[src/hw/rtl/bchd_pkg.sv]
`timescale 1ns / 1ps
`default_nettype none

package bchd_pkg;

  // one-hot button states
  typedef enum logic [6:0] {
    ST_IDLE         = 7'b0000001,
    ST_PRESSED      = 7'b0000010,
    ST_DOWN         = 7'b0000100,
    ST_RELEASED     = 7'b0001000,
    ST_UP           = 7'b0010000,
    ST_WAIT_RELEASE = 7'b0100000,
    ST_DEBOUNCE     = 7'b1000000
  } btn_state_e;

  // reported state codes
  localparam logic [2:0] CODE_IDLE         = 3'd0;
  localparam logic [2:0] CODE_PRESSED      = 3'd1;
  localparam logic [2:0] CODE_DOWN         = 3'd2;
  localparam logic [2:0] CODE_RELEASED     = 3'd3;
  localparam logic [2:0] CODE_UP           = 3'd4;
  localparam logic [2:0] CODE_WAIT_RELEASE = 3'd5;
  localparam logic [2:0] CODE_DEBOUNCE     = 3'd6;

  localparam logic [1:0] OP_SAMPLE      = 2'd0;
  localparam logic [1:0] OP_TAKE_SINGLE = 2'd1;
  localparam logic [1:0] OP_TAKE_DOUBLE = 2'd2;
  localparam logic [1:0] OP_TAKE_HOLD   = 2'd3;

  localparam logic [1:0] KIND_SINGLE = 2'd0;
  localparam logic [1:0] KIND_DOUBLE = 2'd1;
  localparam logic [1:0] KIND_HOLD   = 2'd2;

  localparam logic [2:0] REG_DEBOUNCE     = 3'd0;
  localparam logic [2:0] REG_DOUBLE_CLICK = 3'd1;
  localparam logic [2:0] REG_HOLD         = 3'd2;
  localparam logic [2:0] REG_REWAKE       = 3'd3;
  localparam logic [2:0] REG_WAKE_MASK    = 3'd4;

  localparam logic [15:0] DEBOUNCE_RST     = 16'd50;
  localparam logic [15:0] DOUBLE_CLICK_RST = 16'd300;
  localparam logic [15:0] HOLD_RST         = 16'd1000;
  localparam logic [15:0] REWAKE_RST       = 16'd1000;
  localparam logic [2:0]  WAKE_MASK_RST    = 3'd0;

  typedef struct packed {
    logic        wake;
    logic [15:0] taken_count;
    logic [2:0]  fsm_state;
  } result_t;

  function automatic logic [2:0] state_code(btn_state_e s);
    logic [2:0] c;
    c = CODE_IDLE;
    unique case (s)
      ST_IDLE:         c = CODE_IDLE;
      ST_PRESSED:      c = CODE_PRESSED;
      ST_DOWN:         c = CODE_DOWN;
      ST_RELEASED:     c = CODE_RELEASED;
      ST_UP:           c = CODE_UP;
      ST_WAIT_RELEASE: c = CODE_WAIT_RELEASE;
      ST_DEBOUNCE:     c = CODE_DEBOUNCE;
      default:         c = CODE_IDLE;
    endcase
    return c;
  endfunction

endpackage

`default_nettype wire

[src/hw/rtl/button_click_hold_detector.sv]
// Button click, double click and hold detector for one active-low pin.
// Input channel (in_valid_i / in_stall_o) carries requests: an opcode, the pin
// level and a 32-bit timestamp. A sample request advances the debounce machine;
// a take request returns and acknowledges the events of one kind.
// Output channel (out_valid_o / out_stall_i) returns exactly one result per
// request: wake flag, taken count and the machine state after the step.
// Configuration writes go through cfg_valid_i / cfg_ready_o with a register
// index and 16-bit data; ready is always high, unknown indexes are dropped.
// The result of a request is registered in the output register, or in the skid
// register while the receiver stalls. Throughput is one request per cycle while
// the skid register is empty, set by the single state update done per request.
// When the receiver stalls, one more result is held in a skid register; the
// input stalls only while that skid register is full.
// Reset clears the machine to idle, all counters and times to zero and the
// timing registers to their defaults; no results are pending after reset.
`timescale 1ns / 1ps
`default_nettype none

module button_click_hold_detector
  import bchd_pkg::*;
(
  input  wire logic        clk_i,
  input  wire logic        rst_ni,
  input  wire logic        cfg_valid_i,
  output logic             cfg_ready_o,
  input  wire logic [2:0]  cfg_index_i,
  input  wire logic [15:0] cfg_data_i,
  input  wire logic        in_valid_i,
  output logic             in_stall_o,
  input  wire logic [1:0]  opcode_i,
  input  wire logic        pin_level_i,
  input  wire logic [31:0] now_time_i,
  output logic             out_valid_o,
  input  wire logic        out_stall_i,
  output logic             wake_o,
  output logic [15:0]      taken_count_o,
  output logic [2:0]       fsm_state_o
);

  logic [15:0] debounce_q, double_click_q, hold_q, rewake_q;
  logic [2:0]  wake_mask_q;

  btn_state_e  state_q, state_d;
  logic [31:0] mark_q, mark_d;
  logic [31:0] last_wake_q, last_wake_d;
  logic [15:0] ev_q [3];
  logic [15:0] tk_q [3];

  logic        skid_valid_q, out_valid_q;
  result_t     skid_q, out_q, res;

  logic        in_acc, is_sample, pressed;
  logic [1:0]  kind;
  logic [15:0] mark_limit;
  logic        mark_waited, rewake_waited, any_pending, new_event;
  logic        cnt_single, cnt_double, cnt_hold;
  logic [31:0] mark_elapsed, wake_elapsed;

  assign cfg_ready_o = 1'b1;
  assign in_stall_o  = skid_valid_q;
  assign in_acc      = in_valid_i && !skid_valid_q;
  assign is_sample   = (opcode_i == OP_SAMPLE);
  assign pressed     = !pin_level_i;
  assign kind        = opcode_i - 2'd1;

  always_ff @(posedge clk_i or negedge rst_ni) begin
    if (!rst_ni) begin
      debounce_q     <= DEBOUNCE_RST;
      double_click_q <= DOUBLE_CLICK_RST;
      hold_q         <= HOLD_RST;
      rewake_q       <= REWAKE_RST;
      wake_mask_q    <= WAKE_MASK_RST;
    end else if (cfg_valid_i) begin
      unique case (cfg_index_i)
        REG_DEBOUNCE:     debounce_q     <= cfg_data_i;
        REG_DOUBLE_CLICK: double_click_q <= cfg_data_i;
        REG_HOLD:         hold_q         <= cfg_data_i;
        REG_REWAKE:       rewake_q       <= cfg_data_i;
        REG_WAKE_MASK:    wake_mask_q    <= cfg_data_i[2:0];
        default: ;
      endcase
    end
  end

  // one shared elapsed-time compare against the threshold of the current state
  always_comb begin
    unique case (state_q)
      ST_DOWN: mark_limit = hold_q;
      ST_UP:   mark_limit = double_click_q;
      default: mark_limit = debounce_q;
    endcase
  end

  assign mark_elapsed  = now_time_i - mark_q;
  assign wake_elapsed  = now_time_i - last_wake_q;
  assign mark_waited   = mark_elapsed >= {16'd0, mark_limit};
  assign rewake_waited = wake_elapsed >= {16'd0, rewake_q};

  always_comb begin
    state_d    = state_q;
    mark_d     = mark_q;
    cnt_single = 1'b0;
    cnt_double = 1'b0;
    cnt_hold   = 1'b0;
    unique case (state_q)
      ST_PRESSED: begin
        if (mark_waited) begin
          mark_d  = now_time_i;
          state_d = ST_DOWN;
        end
      end
      ST_DOWN: begin
        if (!pressed) begin
          mark_d  = now_time_i;
          state_d = ST_RELEASED;
        end else if (mark_waited) begin
          cnt_hold = 1'b1;
          state_d  = ST_WAIT_RELEASE;
        end
      end
      ST_RELEASED: begin
        if (mark_waited) begin
          mark_d  = now_time_i;
          state_d = ST_UP;
        end
      end
      ST_UP: begin
        if (pressed) begin
          cnt_double = 1'b1;
          state_d    = ST_WAIT_RELEASE;
        end else if (mark_waited) begin
          cnt_single = 1'b1;
          state_d    = ST_IDLE;
        end
      end
      ST_WAIT_RELEASE: begin
        if (!pressed) begin
          mark_d  = now_time_i;
          state_d = ST_DEBOUNCE;
        end
      end
      ST_DEBOUNCE: begin
        if (mark_waited) state_d = ST_IDLE;
      end
      default: begin
        if (pressed) begin
          mark_d  = now_time_i;
          state_d = ST_PRESSED;
        end else begin
          state_d = ST_IDLE;
        end
      end
    endcase
  end

  assign new_event = cnt_single || cnt_double || cnt_hold;

  // pending is judged on the counts after this step's increment
  always_comb begin
    logic [15:0] ev_s, ev_d, ev_h;
    ev_s = ev_q[KIND_SINGLE] + {15'd0, cnt_single};
    ev_d = ev_q[KIND_DOUBLE] + {15'd0, cnt_double};
    ev_h = ev_q[KIND_HOLD] + {15'd0, cnt_hold};
    any_pending = (wake_mask_q[0] && (ev_s != tk_q[KIND_SINGLE])) ||
                  (wake_mask_q[1] && (ev_d != tk_q[KIND_DOUBLE])) ||
                  (wake_mask_q[2] && (ev_h != tk_q[KIND_HOLD]));
  end

  always_comb begin
    last_wake_d     = last_wake_q;
    res.wake        = 1'b0;
    res.taken_count = 16'd0;
    res.fsm_state   = state_code(state_q);
    if (is_sample) begin
      res.fsm_state = state_code(state_d);
      if ((new_event || rewake_waited) && any_pending) begin
        res.wake    = 1'b1;
        last_wake_d = now_time_i;
      end
    end else begin
      res.taken_count = ev_q[kind] - tk_q[kind];
    end
  end

  always_ff @(posedge clk_i or negedge rst_ni) begin
    if (!rst_ni) begin
      state_q     <= ST_IDLE;
      mark_q      <= 32'd0;
      last_wake_q <= 32'd0;
      for (int k = 0; k < 3; k++) begin
        ev_q[k] <= 16'd0;
        tk_q[k] <= 16'd0;
      end
    end else if (in_acc) begin
      if (is_sample) begin
        state_q     <= state_d;
        mark_q      <= mark_d;
        last_wake_q <= last_wake_d;
        if (cnt_single) ev_q[KIND_SINGLE] <= ev_q[KIND_SINGLE] + 16'd1;
        if (cnt_double) ev_q[KIND_DOUBLE] <= ev_q[KIND_DOUBLE] + 16'd1;
        if (cnt_hold)   ev_q[KIND_HOLD]   <= ev_q[KIND_HOLD] + 16'd1;
      end else begin
        tk_q[kind] <= ev_q[kind];
      end
    end
  end

  // output register with one skid entry
  always_ff @(posedge clk_i or negedge rst_ni) begin
    if (!rst_ni) begin
      out_valid_q  <= 1'b0;
      skid_valid_q <= 1'b0;
    end else if (!out_valid_q || !out_stall_i) begin
      if (skid_valid_q) begin
        out_valid_q  <= 1'b1;
        skid_valid_q <= 1'b0;
      end else begin
        out_valid_q <= in_acc;
      end
    end else if (in_acc) begin
      skid_valid_q <= 1'b1;
    end
  end

  always_ff @(posedge clk_i) begin
    if (!out_valid_q || !out_stall_i) begin
      if (skid_valid_q) out_q <= skid_q;
      else if (in_acc)  out_q <= res;
    end else if (in_acc) begin
      skid_q <= res;
    end
  end

  assign out_valid_o   = out_valid_q;
  assign wake_o        = out_q.wake;
  assign taken_count_o = out_q.taken_count;
  assign fsm_state_o   = out_q.fsm_state;

endmodule

`default_nettype wire
[config.mk]
export PLATFORM = sky130hd
export DESIGN_NAME = button_click_hold_detector
export DESIGN_NICKNAME = d
export VERILOG_FILES = /design/src/hw/rtl/bchd_pkg.sv /design/src/hw/rtl/button_click_hold_detector.sv
export SDC_FILE = /design/constraint.sdc
export NUM_CORES = 1
export LEC_CHECK = 0
export ABC_CLOCK_PERIOD_IN_PS = 17700
export BUFFER_PORTS_ARGS = -buffer_cell sky130_fd_sc_hd__buf_2
export CORE_ASPECT_RATIO = 0.9
export CORE_MARGIN = 1
export CORE_UTILIZATION = 55
export CTS_CLUSTER_SIZE = 8
export DETAILED_ROUTE_END_ITERATION = 10
export PLACE_DENSITY = 0.7
export SETUP_SLACK_MARGIN = 0.4
export SLEW_MARGIN = 10
export SYNTH_ARGS = -nofsm -noshare
export SYNTH_HDL_FRONTEND = slang
export SYNTH_SLANG_ARGS = --single-unit
[constraint.sdc]
create_clock -name clk_i -period 17.7 [get_ports clk_i]
set_clock_uncertainty 0.2 [all_clocks]
set_input_delay 0.885 -clock clk_i [delete_from_list [all_inputs] [get_ports clk_i]]
set_output_delay 0.885 -clock clk_i [all_outputs]
set_load 0.01 [all_outputs]
# Word-level counts from Yosys, hierarchy flattened

Index checks and enable logic that the tools add are counted.

Register bits: 276
Latch bits: 0
Memory bits (writable): 0
Bits in read-only memories: 0
Bits of input ports: 59
Output and inout port bits: 23
Memories kept: 0

Add/sub/neg operators: 10
Multiply operators: 0
Divide/modulo/power cells: 0
$lt $le $gt $ge: 4
Equal/unequal tests: 22
Shift operators: 0
Muxes and demuxes: 41
Bitwise logic cells: 4
Reduce and logical (&&, ||, !) cells: 36

Operators with widths:

| cell                    | count |
|---|---|
| $mux W16                | 6 |
| $mux W32                | 3 |
| $pmux W32 S3            | 1 |
| $bmux W16 S2            | 2 |
| $ge A32 B16 Y1          | 2 |
| $sub A32 B32 Y32        | 2 |
| $mux W7                 | 7 |
| $add A16 B1 Y16         | 3 |
| $add A16 B1 Y16 const B | 3 |
| $bwmux W48              | 1 |
| $ne A16 B16 Y1          | 3 |
| $pmux W7 S6             | 1 |
| $mux W20                | 2 |
| $pmux W3 S6             | 2 |
| $demux W16 S2           | 1 |
| $pmux W16 S2            | 1 |
| $reduce_and A2 Y1       | 9 |
| $sub A16 B16 Y16        | 1 |
| $eq A7 B2 Y1 const B    | 2 |
| $eq A7 B3 Y1 const B    | 2 |
| $eq A7 B4 Y1 const B    | 2 |
| $eq A7 B5 Y1 const B    | 2 |
| $eq A7 B6 Y1 const B    | 2 |
| $eq A7 B7 Y1 const B    | 2 |
| 22 further kinds        | 55 |

# Logic depth before layout (Yosys ltp)

Word-level depth: 16
Gate-level depth with buffers: 34
Gate-level depth less buffers: 31

# Least setup slack after synthesis

Ideal clock, no wire load.

Kind: input -> register
From: in now_time_i[0]
To: reg last_wake_q[22]
Setup time: 0.125 ns
Arrival time: 6.921 ns
Data required time: 17.375 ns
Slack: 10.454 ns
Stages on the path: 33
Path buffers: 4
Cell sequence: inv_1 ha_1 fa_1 nand2b_1 a21o_1 a21o_1 nor2_1 nor2_1 o21ai_0 xor2_1 ha_1 a21oi_1 nand2_1 a221o_1 nor3_1 o211ai_1 nand4bb_1 nor4_2 buf_2 buf_2 nor2_1 ha_1 and2_1 clkbuf_1 nand3_1 xnor2_1 a21oi_1 or4_1 o41ai_1 nand3_1 o311ai_4 buf_6 mux2_2

Word-level cells in the longest chain between the ends: 12
Elaborated cells on any way between the ends: 22
Those cells by class: 4 x add/sub; 2 x order compare; 2 x eq/ne; 5 x mux; 9 x reduce/logical

Ends and longest elaborated chain:

| item                            | RTL line                                                             | RTL |
|---|---|---|
| start, declared                 | button_click_hold_detector.sv:32                                     | `input wire logic [31:0] now_time_i,` |
| $sub A32 B32 Y32                | button_click_hold_detector.sv:94                                     | `assign mark_elapsed = now_time_i - mark_q;` |
| $ge A32 B16 Y1                  | button_click_hold_detector.sv:96                                     | `assign mark_waited = mark_elapsed >= {16'd0, mark_limit};` |
| $mux W1                         | button_click_hold_detector.sv:116, button_click_hold_detector.sv:131 |  |
| $mux W1                         | button_click_hold_detector.sv:128                                    | `if (pressed) begin` |
| $mux W1                         | button_click_hold_detector.sv:105                                    | `unique case (state_q)` |
| $add A16 B1 Y16                 | button_click_hold_detector.sv:161                                    | `ev_s = ev_q[KIND_SINGLE] + {15'd0, cnt_single};` |
| $ne A16 B16 Y1                  | button_click_hold_detector.sv:164                                    | `any_pending = (wake_mask_q[0] && (ev_s != tk_q[KIND_SINGLE])) \|\|` |
| $logic_and A1 B1 Y1             | button_click_hold_detector.sv:164                                    |  |
| $logic_or A1 B1 Y1              | button_click_hold_detector.sv:164                                    |  |
| $logic_or A1 B1 Y1              | button_click_hold_detector.sv:165                                    | `(wake_mask_q[1] && (ev_d != tk_q[KIND_DOUBLE])) \|\|` |
| $logic_and A1 B1 Y1 (*)         | button_click_hold_detector.sv:176                                    | `if ((new_event \|\| rewake_waited) && any_pending) begin` |
| $reduce_and A3 Y1 (no line) (*) | n/a                                                                  |  |
| end signal, assigned            | button_click_hold_detector.sv:198                                    | `last_wake_q <= last_wake_d;` |
| end, declared                   | button_click_hold_detector.sv:45                                     | `logic [31:0] last_wake_q, last_wake_d;` |

Every way passes the cells marked *; elsewhere a longest branch is shown, timed or not.
A chain may end at the register's enable or synchronous reset.

# Final worst setup path

From: in now_time_i[0]
To: reg last_wake_q[17]

Same word-level chain as after synthesis.

==> results <==
- The run finished with clean final reports.
- The floorplan step defined a core boundary enclosing ~33000 µm².
- In the final design database the tool counted between 2000 and 2500 nets.
- In this run the mean area of a mapped cell was approximately 9.5 µm².
- Once placement completed, the tool counted placed cells totaling between 2000 and 2500.
- By area the synthesized netlist is led by dfrtp_1 29%, mux2_2 10%, ha_1 8.2%.
- The number of cells produced by synthesis is between 1500 and 2000.
- The number of warnings printed during yosys synthesis is 0.
- The logic depth of the worst register-to-register path is 29.
- The leakage component of the power is 9.10 nW.
- The slack of the worst reg-to-reg path is between 9 and 10 ns.
- For this run, the top clock speed supported by timing is 125 MHz.
- The stage delay of the slowest cell on the critical path is ~0.54 ns.
- The startpoint identified for the worst register-to-register timing path is mark_q[0].
- The number of global-route vias before repair came to ~14000.
- Combinational logic burns a little under half of the power.
- Measured along the y axis, the die boundary spans 177 µm.
- STA classifies the critical path endpoint as a flop.
- For the pin with the worst max-slew slack, the measured transition is 1.15 ns.
- The top cell type by total area after synthesis is dfrtp_1.
- The horizontal extent of the die is about 200 µm.
- The total power consumption of the routed design is between 2 and 3 mW.
- The largest fanout on the critical path is 32.
- The switching share of total power is between 30% and 40%.
- The number of gates resized after cts is 0.
- The mapped netlist covers 18700 µm².
- Setup repair after global routing left no endpoint under its margin.
- For this run, the register share of the synthesized area comes to 38.2%.
- The clock tree from TritonCTS is done.
- The count of state elements after synthesis is about 280.
- The clock period could shrink to 8.00 ns.
- CTS placed an instance of clkbuf_16 at the clock tree root.
- Among the stages of the critical path, the cell type that occurs most often is ha_1.
- For this run, the share of the core covered by cells in the final layout is just over 60%.
- The pre-antenna-repair detailed-routing pass consisted of 6 iterations.
- Detailed routing inserted a total of ~15000 vias.
- For the worst-skew pair, the clock arrives at the later sink with an insertion delay of roughly 0.54 ns.
- The number of setup violations in the final report is 0.
- The post-route netlist has approximately 17% of its cells at a drive strength greater than 1.
- The worst hold slack is 0.115 ns.
- The routed design has just under 50000 µm of wire.
- The number of cell rows is 63.
- Routability-driven placement finished with a final weighted congestion of around 0.90.
- The layout overhead on the synthesized area is 10.4%.
- The arrival time at the worst endpoint is roughly 8.2 ns.
- Counting the buffers created by CTS gives 40.
- Dividing total power by cell area gives a power density of 142 nW/µm².
- The post-synthesis cell type count is 75.
- The worst hold-check path type is input pin to async pin.
- The startpoint kind of the worst setup timing path is an input pin.
- The top cell type by area accounts for about 29% of the synthesized area.
- The final instance area is 20600 µm².
- Buffers inserted to repair hold after CTS numbered 0.
- After clock tree synthesis, the clock-pin slew on the worst setup and hold paths is about 0.050 ns.
- The number of standard cells in the layout, taps in and fillers out is around 2500.
- The endpoint identified for the worst register-to-register timing path is last_wake_q[17].
- The share of the clock period used by the worst path is between 40 and 50%.
- Of the total power, registers draw just over 30%.
- The final setup slack of the worst path is 9.70 ns.
- The net switching power of the design is between 1 and 1.5 mW.
- The die covers between 30000 and 40000 µm².
- Summed over all layers, the global routing overflow is 0.
- The destination of the critical timing path is last_wake_q[17].
- The clock network is responsible for between 20% and 30% of the overall power.
- The worst IR drop on VDD is 0.0887 mV.
- The max capacitance violation total is 0.
- The HPWL after detailed placement is 36800 µm.
- Global routing used between 20% and 30% of the available tracks.
- For this run, the leading register cell type out of synthesis is dfrtp_1.
- The wire length of the first global-routing pass is between 70000 and 80000 µm.
- In the routed design, unresolved DRC markers number 0.
- The number of nets handed over by synthesis was between 2000 and 2500.
- The final-report hold violation count is 0.
- The H-tree level count is 2.
- After the first detailed-routing iteration, the DRC count stood at 1283.
- The count of buffers added on input and output ports is 80.
- The number of filler cells placed in the layout is approximately 2800.
- Counting every sink on the clock net gives 276.
- The final sum of negative setup slack is 0 ns.
- Buffers added to address setup during post-CTS repair amount to 0.
- The slowest library cell on the worst path is o41ai_1.
- The I/O pin count is 82.
- The worst-case clock buffer depth is 3.
- The initial standard-cell utilization of the core is between 50% and 60%.
- The headroom to the max-slew limit is around 23%.
- For the worst setup path, the data required time is approximately 18 ns.
- Before CTS, the worst setup slack after placement is just over 9 ns.
- The number of pins with negative max-slew slack in the final report is 0.
- The cell-internal power is around 1.8 mW.
- The type of the setup path with the least slack is input pin to flop.
- Entering global routing, the biggest net connects 87 pins.
- The number of synthesized flops with an enable pin is 40.
- The ratio of routed vias to standard cells is between 6 and 7.
- The final routed wire length divided by cell count is between 15 and 20 µm.
- The remaining antenna violation count is 0.
- In this run the cell area measured after placement is around 19000 µm².
- The number of antenna violations at the first check in global routing is 4.
- The worst setup path startpoint is now_time_i[0].
- The share of synthesized flip-flops with an asynchronous set or reset is a little under nine tenths.
[cell families after synthesis]
group,Yosys count,synth area share (%)
other,1,0.0201
AO/OA/AOI/OAI,455,16.0
multiplexers,183,11.0
adder cells (fa/ha/maj),125,8.50
AND/OR/NAND/NOR,540,14.1
buffers and inverters,220,4.64
XOR/XNOR,161,7.56
flip-flops,276,38.2
[metal layers]
metal | track usage, % | wire, µm
met1 | 44.1 | 24200
met2 | 43.1 | 21200
met3 | 5.58 | 3620
met4 | 5.83 | 586
met5 | 0 | 0
[area by class of cell]
class / count / area (µm²) / area share [%]
Antenna cell: 4 / 10.0 / 0.0486
Clock buffer: 67 / 1140 / 5.56
Clock inverter: 1 / 16.3 / 0.0790
Inverter: 127 / 477 / 2.31
Multi-Input combinational cell: 1465 / 10700 / 51.9
Sequential cell: 276 / 7130 / 34.6
Tap cell: 455 / 569 / 2.76
Timing Repair Buffer: 100 / 561 / 2.72
[placed cells by master (no fill, tap or decap), types with 10 or more instances in the layout]
| cell type | netlist | routed |
|---|---|---|
| dfstp_2 | 20 | 20 |
| o21ai_0 | 49 | 49 |
| nand4_1 | 34 | 34 |
| buf_2 | 11 | 79 |
| mux2_2 | 172 | 172 |
| a21o_1 | 27 | 27 |
| o31ai_1 | 15 | 15 |
| xnor2_1 | 109 | 109 |
| buf_4 | 1 | 20 |
| nand2_1 | 130 | 130 |
| nor3_1 | 37 | 37 |
| ha_1 | 122 | 122 |
| mux2i_1 | 11 | 11 |
| nand3_1 | 53 | 53 |
| o211ai_1 | 21 | 21 |
| a22o_1 | 17 | 17 |
| nor2_1 | 154 | 153 |
| o21bai_1 | 17 | 17 |
| clkbuf_16 | 0 | 42 |
| or3_1 | 17 | 17 |
| a31oi_1 | 14 | 14 |
| nand2b_1 | 19 | 19 |
| inv_1 | 127 | 127 |
| dfrtp_1 | 216 | 216 |
| clkbuf_1 | 71 | 25 |
| and2_1 | 17 | 17 |
| o21a_1 | 17 | 17 |
| nand3b_1 | 10 | 10 |
| and3_1 | 24 | 24 |
| a22oi_1 | 32 | 32 |
| xor2_1 | 52 | 52 |
| a21oi_1 | 158 | 157 |
| a211oi_1 | 17 | 17 |
| edfxtp_1 | 40 | 40 |
[worst min path at each step]
| stage | end | slack [ns] | cells after the start |
|---|---|---|---|
| after floorplan | state_q[0] | 0.27 | 2 |
| after global placement | mark_q[19] | 0.29 | 1 |
| after detailed placement | rewake_q[13] | 0.29 | 1 |
| after CTS | mark_q[2] | 0.13 | 1 |
| after global routing | mark_q[4] | 0.17 | 1 |
| final | mark_q[4] | 0.11 | 1 |
[power groups by stage]
stage                     Clock (mW)  Combinational [mW]  Sequential (mW)
after floorplan                    0               0.966            0.872
after global placement             0                1.26            0.886
after detailed placement           0                1.29            0.895
after CTS                      0.726                1.30            0.886
after global routing           0.752                1.46            0.905
final                          0.716                1.31            0.887
[worst max-delay path, delay by kind of cell]
family	cells	cell delay, ns
compound gates	9	2.11
simple gates	10	2.06
fa+ha+maj	5	1.41
buf+inv	4	0.96
mux	1	0.40
xor+xnor	2	0.32
[synth_stat cells, types with 19 or more instances]
cell / count
nor3_1: 37
nand3_1: 53
o211ai_1: 21
nand4_1: 34
dfrtp_1: 216
a21o_1: 27
and3_1: 24
xor2_1: 52
clkbuf_1: 71
nand2_1: 130
mux2_2: 172
a22oi_1: 32
a21oi_1: 158
nor2_1: 154
o21ai_0: 49
inv_1: 127
dfstp_2: 20
edfxtp_1: 40
ha_1: 122
nand2b_1: 19
xnor2_1: 109
[registers in the layout, indices dropped and copies added, names as in the netlist]
register and flops:
ev_q 48, fsm_state_o 3, double_click_q 16, last_wake_q 32
out_valid_o 1, state_q 7, skid_q 20, wake_o 1
mark_q 32, wake_mask_q 3, debounce_q 16, in_stall_o 1
taken_count_o 16, rewake_q 16, hold_q 16, tk_q 48
(Power assumes the default switching activity.)
